`src/hdl/mct_pkg.sv`:
```
// ----------------------------------------------------------------------------
// mct_pkg
// element formats, matrix and vector types, constants shared by the
// column transform unit
// ----------------------------------------------------------------------------
package mct_pkg;

  localparam int ELEM_W    = 32;
  localparam int FRAC_BITS = 16;
  localparam int PROD_W    = 2 * ELEM_W;
  localparam int PAIR_W    = PROD_W + 1;
  localparam int SUM_W     = PROD_W + 2;
  localparam int DIM       = 4;

  typedef logic signed [ELEM_W-1:0] elem_t;
  typedef logic signed [PROD_W-1:0] prod_t;
  typedef logic signed [PAIR_W-1:0] pair_t;
  typedef logic signed [SUM_W-1:0]  sum_t;

  // column-major: entry col*4+row
  typedef elem_t [DIM*DIM-1:0] mat_t;
  typedef elem_t [DIM-1:0]     vec_t;
  // products indexed [row][col]
  typedef prod_t [DIM-1:0][DIM-1:0] prod_mat_t;
  typedef pair_t [DIM-1:0][1:0]     pair_mat_t;

  typedef enum logic {
    ACT_LOAD      = 1'b0,
    ACT_TRANSFORM = 1'b1
  } action_t;

  localparam elem_t ELEM_MAX = {1'b0, {(ELEM_W-1){1'b1}}};
  localparam elem_t ELEM_MIN = {1'b1, {(ELEM_W-1){1'b0}}};
  // 1.0 in fixed point, clipped to the largest element if it does not fit
  localparam elem_t ELEM_ONE = (FRAC_BITS < ELEM_W - 1) ?
                               elem_t'(64'd1 << FRAC_BITS) : ELEM_MAX;

  typedef struct packed {
    elem_t [DIM-1:0] elem;
    logic            saturated;
  } result_t;

endpackage

```
`src/hdl/mct_sum.sv`:
```
// ----------------------------------------------------------------------------
// mct_sum
// second stage: pairwise sums; third stage: final sum, shift and saturate
// ----------------------------------------------------------------------------
module mct_sum (
  input  logic                 clk,
  input  logic                 en_pair,
  input  logic                 en_out,
  input  mct_pkg::prod_mat_t   prod,
  output mct_pkg::result_t     result
);

  mct_pkg::pair_mat_t pair;
  mct_pkg::result_t   result_next;

  always_ff @(posedge clk) begin
    if (en_pair) begin
      for (int r = 0; r < mct_pkg::DIM; r++) begin
        pair[r][0] <= mct_pkg::pair_t'(prod[r][0]) + mct_pkg::pair_t'(prod[r][1]);
        pair[r][1] <= mct_pkg::pair_t'(prod[r][2]) + mct_pkg::pair_t'(prod[r][3]);
      end
    end
  end

  always_comb begin
    mct_pkg::sum_t total;
    mct_pkg::sum_t shifted;
    logic          all_ones;
    logic          all_zero;
    result_next.saturated = 1'b0;
    for (int r = 0; r < mct_pkg::DIM; r++) begin
      total    = mct_pkg::sum_t'(pair[r][0]) + mct_pkg::sum_t'(pair[r][1]);
      shifted  = total >>> mct_pkg::FRAC_BITS;
      // in range when every bit above the element's sign bit matches it
      all_ones = &shifted[mct_pkg::SUM_W-1:mct_pkg::ELEM_W-1];
      all_zero = ~|shifted[mct_pkg::SUM_W-1:mct_pkg::ELEM_W-1];
      if (all_ones || all_zero) begin
        result_next.elem[r] = shifted[mct_pkg::ELEM_W-1:0];
      end else begin
        result_next.elem[r]   = shifted[mct_pkg::SUM_W-1] ? mct_pkg::ELEM_MIN
                                                         : mct_pkg::ELEM_MAX;
        result_next.saturated = 1'b1;
      end
    end
  end

  always_ff @(posedge clk) begin
    if (en_out) begin
      result <= result_next;
    end
  end

endmodule

```
`config.mk`:
```
export PLATFORM = sky130hd
export DESIGN_NAME = mct_sum
export DESIGN_NICKNAME = d
export VERILOG_FILES = /design/src/hdl/mct_pkg.sv /design/src/hdl/mct_sum.sv
export SDC_FILE = /design/constraint.sdc
export NUM_CORES = 2
export LEC_CHECK = 0
export CORE_AREA = 2 2 457 459
export DETAILED_ROUTE_END_ITERATION = 10
export DIE_AREA = 0 0 459 461
export DONT_BUFFER_PORTS = 1
export PLACE_DENSITY_LB_ADDON = 0.12
export SLEW_MARGIN = 5
export SYNTH_ARGS = -nofsm -noshare
export SYNTH_HDL_FRONTEND = slang
export SYNTH_SLANG_ARGS = --single-unit
```
`constraint.sdc`:
```
create_clock -name clk -period 10.05 [get_ports clk]
set_clock_uncertainty 0.2 [all_clocks]
set_input_delay 3.015 -clock clk [delete_from_list [all_inputs] [get_ports clk]]
set_output_delay 3.015 -clock clk [all_outputs]
set_load 0.02 [all_outputs]
```
==> flow_summary.json <==
{
  "worst-setup-path-type": "input port to flop",
  "cts_made_buffers": 89,
  "h-tree-depth": 3,
  "ios": 1156,
  "clock_path_buffers": 3,
  "fin_tns_setup_ns": 0,
  "utilization_pct": 31.1,
  "synth_area_per_cell_um2": 9.52,
  "path_max_fanout": 5,
  "p_leak_nw": 26.6,
  "post_dp_cell_area_um2": 61200,
  "worst_pin_slew_ns": 1.10,
  "finalSetupViolCount": 0,
  "syn_to_final_growth_pct": 10.6,
  "cts_hold_buffers": 0,
  "worstPathRequired_ns": 10.30,
  "grt_max_degree": 521,
  "status": "completed",
  "cts_resized": 0,
  "crit_arrival_ns": 8.00,
  "n_fill_cell": 21544,
  "path_clk_slew_ns": 0.06,
  "fin_crit_ns": 7.75,
  "hold_class": "flop to flop",
  "yosys.area.top_type_share_pct": 33.5,
  "synth_top_cell_by_area": "edfxtp_1",
  "drc": 0,
  "vdd_ir_drop_max_mv": 0.123,
  "grt_pass1_wl_mm": 324,
  "final_net_count": 7903,
  "drtIter0Drc": 3044,
  "synth.most_common_cell": "ha_1",
  "synth_area_leaders": "edfxtp_1 34%, ha_1 17%, a21o_1 6.4%",
  "end_kind": "flop",
  "yosysSeqAreaShare_pct": 33.5,
  "ys.flop_type": "edfxtp_1",
  "detail_route.wirelength_mm": 227,
  "die_x_um": 459,
  "reg2regPathDepth": 19,
  "syn_nets": 7904,
  "synth_edf_count": 649,
  "grt.total_usage_pct": 20.6,
  "dp_hpwl_mm": 191,
  "drv_slew": 0,
  "max_slew_margin_pct": 26.4,
  "detail_route.vias_per_cell": 5.40,
  "synthArstFlopShare_pct": 0,
  "netlist_area_um2": 58100,
  "max-cap-violations": 0,
  "yosys_register_bits": 649,
  "cts_root_buf": "clkbuf_16",
  "finalCritPeriodShare_pct": 77.1,
  "die_area_um2": 212000,
  "place_ws_ns": 1.52,
  "floorplan.initialDensity_pct": 28.1,
  "syn_inst": 6101,
  "die_h_um": 461,
  "stdcell_area_um2": 64300,
  "cts_tree": "done",
  "cts_sinks": 649,
  "rsz0062_at_grt": "false",
  "antenna_found_initial": 75,
  "yosys_warnings": 0,
  "io_buffers": 0,
  "wl_per_cell_um": 25.5,
  "layout_setup_ws_ns": 2.30,
  "post_cts_buffers": 0,
  "finalHoldViolations": 0,
  "synthTopCellsByCount": "768 x ha_1, 649 x edfxtp_1, 646 x a21oi_1",
  "yosysUniqueCellTypes": 91,
  "num_vias": 48120,
  "routabilityCongestion": 0.956,
  "clock_latency_ns": 0.72,
  "firstDrtPassIters": 6,
  "critPathLaunchType": "input port",
  "rows": 167,
  "coreArea_um2": 206000,
  "drive_gt1_share_pct": 3.97,
  "fmax_mhz": 129,
  "grt_pass1_vias": 47124,
  "ant_nets": 0,
  "power.density_nw_per_um2": 193,
  "grt.overflow.total": 0,
  "whs_path_depth": 3
}
==> registers in the layout (all words and copies together), names as in the netlist <==
name	count
result	129
pair	520
==> stage by stage <==
step	std cells	hold slack (ns)	total power, mW
floorplan	6101	0.536	7.65
global placement	8710	0.608	9.20
detailed placement	8710	0.615	9.17
CTS	8874	0.628	12.6
global route	8899	0.658	13.3
finish	8908	0.623	12.4
==> where the power goes <==
part,switching [mW],internal (mW),total (mW)
logic,3.02,1.98,5.00
clock network,1.35,1.91,3.26
registers,0.501,3.67,4.18
==> cell type report <==
| type | instances | area, um^2 | share of cell area (%) |
|---|---|---|---|
| flip-flops and latches | 649 | 19500 | 30.3 |
| diodes | 31 | 77.6 | 0.121 |
| well taps | 2704 | 3380 | 5.26 |
| clock buffers | 100 | 2290 | 3.56 |
| inverters | 222 | 833 | 1.30 |
| clock inverters | 64 | 664 | 1.03 |
| repair buffers | 16 | 180 | 0.280 |
| multi-input cells | 5122 | 37300 | 58.1 |
==> cells by family (layout without fill, tap and decap cells) <==
group | after synthesis | after routing | synth area share [%]
compound gates | 2170 | 2170 | 24.3
xor+xnor | 615 | 615 | 9.29
fa+ha+maj | 776 | 776 | 16.8
buf+inv | 330 | 402 | 2.21
flops | 649 | 649 | 33.5
mux | 39 | 39 | 0.676
other cells | 0 | 31 | 0
simple gates | 1522 | 1522 | 13.1
==> critical path, stage by stage <==
cell       delay [ns]
ha_1             0.16
inv_1            0.06
fa_1             0.39
nor2b_1          0.12
o21ai_0          0.10
a21boi_0         0.27
o21ai_0          0.18
a2111oi_0        0.65
buf_4            0.25
o211ai_1         0.20
a21oi_1          0.49
o21ai_0          0.27
o211ai_1         0.29
nand3_1          0.19
a21oi_1          0.25
o31ai_1          0.14
a21o_1           0.22
o21ai_0          0.44
a21oi_1          0.16
xnor2_1          0.15
==> routing by layer <==
| layer | vias to the layer above | part of all wire [%] | global-route usage, % |
|---|---|---|---|
| met3 | 319 | 5.8 | 4.56 |
| li1 | 23278 | - | - |
| met1 | 23153 | 42 | 24.9 |
| met4 | 64 | 3.0 | 6.83 |
| met5 | - | 0.19 | 0 |
| met2 | 1306 | 49 | 35.9 |
==> worst paths after layout <==
check | startpoint | to | slack, ns
worst max-delay path | prod[512] | pair[322] | 2.30
worst min-delay path | pair[487] | result[113] | 0.62
worst max register to register | pair[132] | result[37] | 3.63
worst min register to register | pair[487] | result[113] | 0.62
==> cells in the final DEF (no fill, tap or decap), drive strengths merged, types with 86 or more instances in the layout <==
master and count:
o21a 86, o21ai 393, ha 768, xnor2 398, nor2b 116, a21oi 649
a21o 498, clkbuf 100, xor2 217, edfxtp 649, nor3 107, inv 233
nand3 152, nor2 337, nand2 340, nand2b 95, nand4 119
No activity file was read; power rests on OpenSTA's default activity.
