--- src/hdl/mct_pkg.sv ---
// ----------------------------------------------------------------------------
// mct_pkg
// element formats, matrix and vector types, constants shared by the
// column transform unit
// ----------------------------------------------------------------------------
package mct_pkg;

  localparam int ELEM_W    = 32;
  localparam int FRAC_BITS = 16;
  localparam int PROD_W    = 2 * ELEM_W;
  localparam int PAIR_W    = PROD_W + 1;
  localparam int SUM_W     = PROD_W + 2;
  localparam int DIM       = 4;

  typedef logic signed [ELEM_W-1:0] elem_t;
  typedef logic signed [PROD_W-1:0] prod_t;
  typedef logic signed [PAIR_W-1:0] pair_t;
  typedef logic signed [SUM_W-1:0]  sum_t;

  // column-major: entry col*4+row
  typedef elem_t [DIM*DIM-1:0] mat_t;
  typedef elem_t [DIM-1:0]     vec_t;
  // products indexed [row][col]
  typedef prod_t [DIM-1:0][DIM-1:0] prod_mat_t;
  typedef pair_t [DIM-1:0][1:0]     pair_mat_t;

  typedef enum logic {
    ACT_LOAD      = 1'b0,
    ACT_TRANSFORM = 1'b1
  } action_t;

  localparam elem_t ELEM_MAX = {1'b0, {(ELEM_W-1){1'b1}}};
  localparam elem_t ELEM_MIN = {1'b1, {(ELEM_W-1){1'b0}}};
  // 1.0 in fixed point, clipped to the largest element if it does not fit
  localparam elem_t ELEM_ONE = (FRAC_BITS < ELEM_W - 1) ?
                               elem_t'(64'd1 << FRAC_BITS) : ELEM_MAX;

  typedef struct packed {
    elem_t [DIM-1:0] elem;
    logic            saturated;
  } result_t;

endpackage

--- src/hdl/mct_matrix.sv ---
// ----------------------------------------------------------------------------
// mct_matrix
// left matrix register file, one column written per load, identity on reset
// ----------------------------------------------------------------------------
module mct_matrix (
  input  logic               clk,
  input  logic               rst,
  input  logic               we,
  input  logic [1:0]         col,
  input  mct_pkg::vec_t      vec,
  output mct_pkg::mat_t      mat
);

  always_ff @(posedge clk) begin
    if (rst) begin
      for (int c = 0; c < mct_pkg::DIM; c++) begin
        for (int r = 0; r < mct_pkg::DIM; r++) begin
          mat[c*mct_pkg::DIM + r] <= (c == r) ? mct_pkg::ELEM_ONE : '0;
        end
      end
    end else if (we) begin
      for (int r = 0; r < mct_pkg::DIM; r++) begin
        mat[{col, 2'(r)}] <= vec[r];
      end
    end
  end

endmodule

--- config.mk ---
export PLATFORM = sky130hd
export DESIGN_NAME = mct_matrix
export DESIGN_NICKNAME = d
export VERILOG_FILES = /design/src/hdl/mct_pkg.sv /design/src/hdl/mct_matrix.sv
export SDC_FILE = /design/constraint.sdc
export NUM_CORES = 1
export LEC_CHECK = 0
export BUFFER_PORTS_ARGS = -buffer_cell sky130_fd_sc_hd__buf_2
export CORE_AREA = 5 5 248 250
export CTS_CLUSTER_SIZE = 10
export DETAILED_ROUTE_END_ITERATION = 12
export DIE_AREA = 0 0 253 255
export GPL_TIMING_DRIVEN = 0
export PLACE_DENSITY_LB_ADDON = 0.15
export SLEW_MARGIN = 20
export SYNTH_ARGS = -nofsm -noshare
export SYNTH_HDL_FRONTEND = slang
export SYNTH_SLANG_ARGS = --single-unit
--- constraint.sdc ---
create_clock -name clk -period 1.63 [get_ports clk]
set_input_delay 0 -clock clk [delete_from_list [all_inputs] [get_ports clk]]
set_output_delay 0 -clock clk [all_outputs]
set_load 0.01 [all_outputs]
==> metrics list <==
* Max capacitance violation total: 0
- Leakage power of the design: ~14 nW
* Area grow syn2layout: 35.64%
- The startpoint identified for the worst hold timing path is vec[80].
* Cell chain of the critical path: dlygate4sd3_1 > buf_2 > nand3b_1 > buf_2 > buf_4 > buf_4 > mux2i_1
- Total Wirelength: around 74000 µm
* CP startpoint kind: primary input
- CTS buffer count: between 50 and 60
- At the worst endpoint, the required time is around 2.2 ns.
* Clock latency on the worst-skew pair: about 0.60 ns
- Global-route layer with the greatest usage: met2
- The worst setup path is captured at a flip-flop.
- mat holds more flip-flops than any other register.
- After synthesis the netlist holds a flip-flop and latch count of a little over 500.
- In this run the critical register-to-register path is launched from mat[176].
- Along the worst hold path, the cell count comes to 4.
* GRT met3 Usage: under 10%
- Setup violations remaining at the end of the flow were counted as 0.
- Number of fillers in the final layout: between 5000 and 6000
- Final worst path period need: around 1.5 ns
- Biggest fanout along the worst timing path: 10
- The total overflow left after global routing is 0.
* VDD IR max: just over 0.0007 V
- Most frequent standard cell in the layout excluding fill and tap cells: sky130_fd_sc_hd__buf_2
* Fin Setup TNS: 0 ns
- Unrepaired setup endpoints after global routing: false
* Number of flip-flops in the largest register: 512
- Initial DRT Pass Iterations: 4
* Worst-case hold path end point: mat[336]
- The detailed router finished its first iteration with 530 violations.
* Most frequent cells in the layout: 687 x sky130_fd_sc_hd__buf_2, 636 x sky130_fd_sc_hd__nand2b_1, 512 x sky130_fd_sc_hd__mux2i_1, 512 x sky130_fd_sc_hd__dfxtp_1, 132 x sky130_fd_sc_hd__dlygate4sd3_1
* Final hold vios: 0
* Worst R2R End: mat[176]
- The flow ran to the end, and the final reports show no timing, DRC or antenna violations.
- Among all stages on the critical path, the largest delay is contributed by sky130_fd_sc_hd__dlygate4sd3_1.
* Simple-gate portion of the synthesized area: between 20 and 25%
- The count of buffers added on input and output ports is 643.
* Met2 capacity usage during global routing: between 30% and 40%
* Clk Tree Root Cell: sky130_fd_sc_hd__clkbuf_16
- Summing over every cut layer, the via total after detailed routing is around 16000.
* Synth area leader: sky130_fd_sc_hd__dfxtp_1
- Share of the synthesized area in the top cell type: roughly half
- Measured along the x axis, the die boundary spans around 250 µm.
* Die area: approximately 65000 µm²
* Number of cells on the worst reg-to-reg path: 3
- Summing the areas of all xor and xnor instances in the mapped netlist gives 0% of the synthesized area.
- Largest registers: mat: 512 flops
- The count of nets left with antenna violations once routing finished came out at 0.
- The number of slew-limit violations in the final report came to 0.
- Seq/Total Area, Yosys: 51.07%
* Worst Max-Slew Pin Slew: 0.6343 ns
* Multiplexer share of the synthesized area: between 20% and 30%
- Core ar.: roughly 60000 µm²
- Compound-Gate Fraction of Synth Area: 0%
- Pin count of the biggest net entering global routing: 16
* Cell area after synthesis: 20070 µm²
* Critical path class: primary input to flip-flop
* Global-route met1 utilization: approximately 26%
- The placed instances occupy a cell area of ~24000 µm².
* Std-Cell Rows: 89
* Worst max-slew margin expressed relative to the limit: between 50% and 60%
* Arr. time, crit path: approximately 2.0 ns
- Setup clock skew after layout: 0 ns
* Main combinational cell family by area after synthesis: multiplexers
- GRT Overall Usage: between 20% and 30%
- Of the available clock period, the critical path in the final layout requires 92.92%.
- Layout Cell Area excl Fill: 27230 µm²
- CP peak stage delay: between 0.5 and 0.6 ns
- First-pass GRT wire length: 107500 µm
* Yosys synthesis warning count: 0
* DR DRC count: 0
- Yosys cell types: 14
- In this run the deepest clock path goes through 3 buffers.
- Achievable frequency: 660.3 MHz
* Fraction of final layout cells with drive strength greater than 1: 29.18%
* Adder and majority gate portion of the synthesized area: 0%
* CTS HTree Levels: 2
* Routed length per placed instance: ~22 µm
- Starting density of the core: 34.14%
- # IOs: between 600 and 700
- Chip height: around 260 µm
- Pwr dens: 1028 nW/µm²
- Vias in the first global route: around 17000
- Clock tree from TritonCTS: done
- Cell types with the largest area share after synthesis: sky130_fd_sc_hd__dfxtp_1 51%, sky130_fd_sc_hd__mux2i_1 26%, sky130_fd_sc_hd__nand2b_1 20%
- Synthesis produced about 1800 cells.
- Class of the tightest hold or removal check: primary input to flip-flop
- Net Count, Synth: roughly 1900
- Using the TritonRoute via totals, the vias-per-cell ratio works out to about 4.6.
- Detailed-placement wirelength estimate: about 55000 µm
- After synthesis, the mean cell area works out to around 11 µm².
* CTS clock-pin slew for the worst setup and hold paths: 0.05 ns
* Clock Sink Count: just over 500
- Post-layout net count: around 2800
- The congestion estimate from routability-driven global placement came to about 0.83.
* Number of antenna violations at the first check in global routing: 4
- Final Total Pwr: between 0.02 and 0.03 W
* Register-to-Register Setup Slack: roughly 0.5 ns
-- layout make-up --
type / instances / area, µm² / share of cell area [%]
flip-flops and latches: 512 / 10250 / 37.65
clock buffers: 72 / 1567 / 5.754
well taps: 773 / 967.2 / 3.552
clock inverters: 5 / 70.07 / 0.2574
plain buffers: 129 / 640.6 / 2.353
diodes: 3 / 7.507 / 0.02757
multi-input cells: 1163 / 9185 / 33.74
repair buffers: 775 / 4539 / 16.67
-- critical path: cells and delay by family --
| family | cells | cell delay (ns) |
|---|---|---|
| buffers and inverters | 5 | 1.69 |
| and+or+nand+nor | 1 | 0.11 |
| muxes | 1 | 0.22 |
-- synth_stat cells (all sizes together) --
cell and n:
buf 62, and3b 1, nand3 1, nor2 8
and3 1, nor3b 1, nand3b 2, dfxtp 512
or3b 1, mux2i 512, nand2b 636, clkbuf 67
-- worst max path at each step --
stage,startpoint,to,slack (ns),cells past startpoint
after floorplan,rst,mat[0],0.64,6
after global placement,rst,mat[275],-0.43,5
after detailed placement,rst,mat[34],-0.41,6
after CTS,col[1],mat[397],0.07,6
after global routing,col[0],mat[397],0.0002,6
final,col[1],mat[137],0.12,7
-- per-layer routing --
| layer | wire length (µm) | vias up | share of wire, % |
|---|---|---|---|
| li1 | - | 7600 | - |
| met1 | 29730 | 7587 | 40 |
| met2 | 35860 | 456 | 49 |
| met3 | 5081 | 145 | 6.9 |
| met4 | 3221 | 0 | 4.4 |
| met5 | 0 | - | 0 |
-- through the flow --
step                      setup WS (ns)  util (%)  std cells  hold WS, ns
final                            0.1154     46.31       3432       0.2549
after global routing          0.0001810     46.30       3430       0.2432
after CTS                       0.06502     46.29       3429       0.2096
after detailed placement        -0.4128     41.26       3220       0.2924
after global placement          -0.4285     41.26       3220       0.2779
after floorplan                  0.6443         -       1804       0.1612
-- power by group --
group          switching (W)  total (W)  internal, W  leakage (nW)
combinational        0.00160    0.00294      0.00134          8.98
clock                0.00505     0.0118      0.00679         0.791
sequential          0.000248     0.0132       0.0130          4.16
-- logic make-up (layout without fill, tap and decap cells) --
group / after synthesis / in the layout
buf+inv: 129 / 981
flops: 512 / 512
mux: 512 / 512
other cells: 0 / 3
simple gates: 651 / 651
-- repair_timing --
| item | in CTS | in global routing |
|---|---|---|
| buffers inserted | 0 | 0 |
| hold endpoints to repair | 512 | 0 |
| gates resized for setup | 0 | 0 |
| hold buffers | 132 | 0 |
Power figures use the tool's default switching activity.
